`src/hw/rtl/mcmq_pkg.sv`:
```
// Package for the multi-channel message queue: sizes, codes and the
// command record passed from front to back. No dependencies.
`timescale 1ns / 1ps
`default_nettype none
package mcmq_pkg;
  localparam int CHANNELS = 8;
  localparam int MESSAGES_PER_CHANNEL = 16;
  localparam int MAX_MESSAGE_BYTES = 32;
  localparam int CH_W = $clog2(CHANNELS);
  localparam int SLOT_W = $clog2(MESSAGES_PER_CHANNEL);
  localparam int BYTE_W = $clog2(MAX_MESSAGE_BYTES);
  localparam int LEN_W = $clog2(MAX_MESSAGE_BYTES + 1);
  localparam int CNT_W = $clog2(MESSAGES_PER_CHANNEL + 1);

  localparam logic [1:0] OP_CREATE = 2'd0;
  localparam logic [1:0] OP_SEND = 2'd1;
  localparam logic [1:0] OP_RECV = 2'd2;
  localparam logic [1:0] OP_CLOSE = 2'd3;

  localparam logic [2:0] ST_OK = 3'd0;
  localparam logic [2:0] ST_BAD = 3'd1;
  localparam logic [2:0] ST_FULL = 3'd2;
  localparam logic [2:0] ST_EMPTY = 3'd3;
  localparam logic [2:0] ST_NOFREE = 3'd4;

  // one command handed from front to back
  typedef struct packed {
    logic [1:0] op;
    logic [3:0] channel;
    logic [7:0] data_byte;
    logic       has_byte;
    logic       last;
    logic [5:0] max_bytes;
  } cmd_t;
endpackage
`default_nettype wire

```
`src/hw/rtl/mcmq_front.sv`:
```
// Front: a two-entry command queue that registers the input.
// Depends on mcmq_pkg.
`timescale 1ns / 1ps
`default_nettype none
module mcmq_front import mcmq_pkg::*; (
  input  wire logic clk,
  input  wire logic rst,
  input  wire logic in_valid,
  output logic      in_ready,
  input  wire cmd_t in_cmd,
  output logic      cmd_valid,
  input  wire logic cmd_ready,
  output cmd_t      cmd
);
  cmd_t q [2];
  logic [1:0] fill;
  logic push, pop;

  assign in_ready = (fill != 2'd2);
  assign push = in_valid && in_ready;
  assign pop = cmd_valid && cmd_ready;
  assign cmd_valid = (fill != 2'd0);
  assign cmd = q[0];

  // queue storage, head at entry 0
  always_ff @(posedge clk) begin
    if (pop) begin
      q[0] <= (push && fill == 2'd1) ? in_cmd : q[1];
    end else if (push) begin
      if (fill == 2'd0) q[0] <= in_cmd;
      else q[1] <= in_cmd;
    end
  end

  // fill level
  always_ff @(posedge clk) begin
    if (rst) begin
      fill <= 2'd0;
    end else begin
      fill <= fill + {1'b0, push} - {1'b0, pop};
    end
  end
endmodule
`default_nettype wire

```
`config.mk`:
```
export PLATFORM = sky130hd
export DESIGN_NAME = mcmq_front
export DESIGN_NICKNAME = d
export VERILOG_FILES = /design/src/hw/rtl/mcmq_pkg.sv /design/src/hw/rtl/mcmq_front.sv
export SDC_FILE = /design/constraint.sdc
export NUM_CORES = 1
export LEC_CHECK = 0
export BUFFER_PORTS_ARGS = -buffer_cell sky130_fd_sc_hd__buf_4
export CAP_MARGIN = 15
export CORE_MARGIN = 5
export CORE_UTILIZATION = 26
export CTS_BUF_LIST = sky130_fd_sc_hd__clkbuf_16
export DETAILED_ROUTE_END_ITERATION = 12
export GPL_ROUTABILITY_DRIVEN = 0
export MAX_ROUTING_LAYER = met4
export PLACE_DENSITY_LB_ADDON = 0.2
export SKIP_CTS_REPAIR_TIMING = 1
export SYNTH_ARGS = -nofsm -noshare
export SYNTH_HDL_FRONTEND = slang
export SYNTH_SLANG_ARGS = --single-unit
```
`constraint.sdc`:
```
create_clock -name clk -period 2.75 [get_ports clk]
set_clock_uncertainty 0.15 [all_clocks]
set_input_delay 0.55 -clock clk [delete_from_list [all_inputs] [get_ports clk]]
set_output_delay 0.55 -clock clk [all_outputs]
set_load 0.05 [all_outputs]
```
==> metrics.md <==
| Metric | Value |
|---|---|
| Synth top area share | `66.46%` |
| IO buf count | `49` |
| Placed cell area | `2302 um^2` |
| Layout fillers | `707` |
| Die Area | `9496 um^2` |
| Final instance area | `2465 um^2` |
| Synth cell types | `16` |
| CTS tree | `built` |
| Rows | `31` |
| DRT iter0 DRCs | `13` |
| Final wirelength | `3.232 mm` |
| Die width | `97.45 um` |
| Antenna cells | `0` |
| Asr flop ratio synth | `0%` |
| Top_reg_cell synth | `edfxtp_1` |
| Final Hold Fails | `0` |
| Antenna viol nets, final | `0` |
| Post-route DRC | `0` |
| PD cells | `974.2 nW/um^2` |
| Fmax | `560.1 MHz` |
| Vias in the first global route | `963` |
| Syn. warnings | `0` |
| Worst-margin pin slew | `0.5434 ns` |
| Post-DP HPWL | `2.410 mm` |
| # IOs | `50` |
| CP endpoint kind | `primary output` |
| Arrival time at the worst endpoint | `1.09 ns` |
| Crit path from | `fill[1]$_SDFF_PP0_` |
| HP Class | `in -> reg` |
| Reg clk slew, reported paths | `0.06 ns` |
| CTS root buf | `clkbuf_16` |
| Worst-path maximum fanout | `4` |
| Critical Path Source Type | `flip-flop` |
| Syn avg cell area | `18.76 um^2` |
| Worst Hold Depth | `2` |
| Core box area | `7331 um^2` |
| Clk buf depth | `2` |
| Max-slew violation count | `0` |
| First-pass GRT wire length | `5.133 mm` |
| Clock latency on the worst-skew pair | `0.28 ns` |
| Most common cell in the netlist | `edfxtp_1` |
| Post-layout util | `33.62%` |
| Vias per cell | `3.791` |
| RSZ-0062 raised after global routing | `false` |
| Max Cap Violations | `0` |
| Synth cell count leaders | `edfxtp_1 (44), buf_4 (22), mux2_4 (20)` |
| Area leader, netlist | `edfxtp_1` |
| Number of setup violations in the final report | `0` |
| R2r endpoint | `fill[1]$_SDFF_PP0_` |
| Starting Density | `27.12%` |
| Inst Count DP | `231` |
| Overflow left after global routing | `0` |
| Min Hold Slack | `0.2829 ns` |
| Flops & latches, synth | `46` |
| Seq/Total Area, Yosys | `68.47%` |
| Final Non-Filler Cells | `239` |
| Status | `complete, no violations` |
| Worst Reg-to-Reg Cells | `7` |
| Syn Std Cell Area | `1988 um^2` |
| Post-Syn Instances | `106` |
| Largest net degree at the start of global routing | `23` |
| Nets | `167` |
| Layout cell share with drive strength beyond 1 | `57.86%` |
| VDD IR max | `0.0004177 V` |
| Fin crit share | `64.92%` |
| Tot GR Track Use | `7.186%` |
| Sum of negative setup slack | `0 ns` |
| R2R Setup Slk | `1.01 ns` |
| Antenna violations before repair | `0` |
| Num CTS Buffers | `5` |
| Number of synthesized flops with an enable pin | `44` |
| CP endpoint | `cmd_valid` |
| WS Path Type | `reg -> out` |
| Via count | `906` |
| Crit path required time | `2.05 ns` |
| Drt first pass iters | `2` |
| Leakage | `0.9922 nW` |
| Height of the die | `97.45 um` |
| Layout area overhead | `23.98%` |
| CTS sink count | `46` |
| Area contributors post-synth | `edfxtp_1 (66%), mux2_4 (15%), buf_4 (8.3%)` |
| Slew Limit Headroom | `63.77%` |
| Post-synth net total | `134` |
| Reg2reg start | `fill[1]$_SDFF_PP0_` |
| WL/cell | `13.52 um` |
| CTS HTree Levels | `2` |
| Crit path time final | `1.785 ns` |
-- registers in the layout (all words and copies together), names as in the netlist --
name	count
fill	2
q	44
-- power breakdown --
group          internal, mW  switching (mW)
clock                 0.422           0.231
combinational         0.286           0.500
sequential            0.926          0.0361
total                  1.63           0.767
-- how the worst min path moves through the flow --
stage                            start                  to  slack [ns]
floorplan           q[0][22]$_DFFE_PP_   q[0][0]$_DFFE_PP_        0.37
global placement    q[0][22]$_DFFE_PP_   q[0][0]$_DFFE_PP_        0.38
detailed placement  q[0][22]$_DFFE_PP_   q[0][0]$_DFFE_PP_        0.39
CTS                                rst  fill[1]$_SDFF_PP0_        0.28
global route                       rst  fill[1]$_SDFF_PP0_        0.28
finish                             rst  fill[1]$_SDFF_PP0_        0.28
-- cells by family (layout without fill, tap and decap cells) --
logic type | count (synthesis) | after routing | share of synthesized area (%)
muxes | 23 | 23 | 16.80
adders and majority gates | 2 | 2 | 1.258
buffers and inverters | 25 | 59 | 9.629
DFF | 46 | 46 | 68.47
xor gates and xnor gates | 1 | 1 | 1.133
and+or+nand+nor | 9 | 9 | 2.707
-- final cells by class --
type	count	area, um^2	area share [%]
clock inverters	3	37.54	1.523
clock buffers	5	125.1	5.076
flip-flops and latches	46	1361	55.23
well taps	99	123.9	5.025
multi-input cells	35	437.9	17.77
repair buffers	50	375.4	15.23
inverters	1	3.754	0.1523
-- critical path, cell delays in order, from the launching register on --
cell and delay (ns):
dfxtp_1 0.33, or2_1 0.27, buf_4 0.21
-- per-layer routing --
metal | vias up | part of all wire [%] | wire length [um] | global-route usage (%)
met4 | 0 | 1.9 | 61 | 3.834
met5 | - | 0 | 0 | -
li1 | 430 | - | - | -
met3 | 6 | 5.1 | 166 | 2.369
met2 | 31 | 48 | 1558 | 10.86
met1 | 439 | 45 | 1446 | 8.483
-- cells in the final DEF (no fill, tap or decap), drive strengths merged --
master / count
nand2b: 2
mux2: 23
clkinv: 1
ha: 2
nor2: 2
bufinv: 1
xnor3: 1
edfxtp: 44
inv: 2
and2: 1
clkbuf: 5
dfxtp: 2
nor2b: 1
buf: 50
or2: 1
nand2: 2
-- stage by stage --
stage          setup slack (ns)  total power [mW]
6_report                 0.9648             2.401
5_1_grt                  0.9137             2.508
3_5_place_dp             0.8033             1.786
4_1_cts                  0.9482             2.446
2_1_floorplan            0.6577             1.656
3_3_place_gp             0.8359             1.768
(Power assumes the default switching activity.)
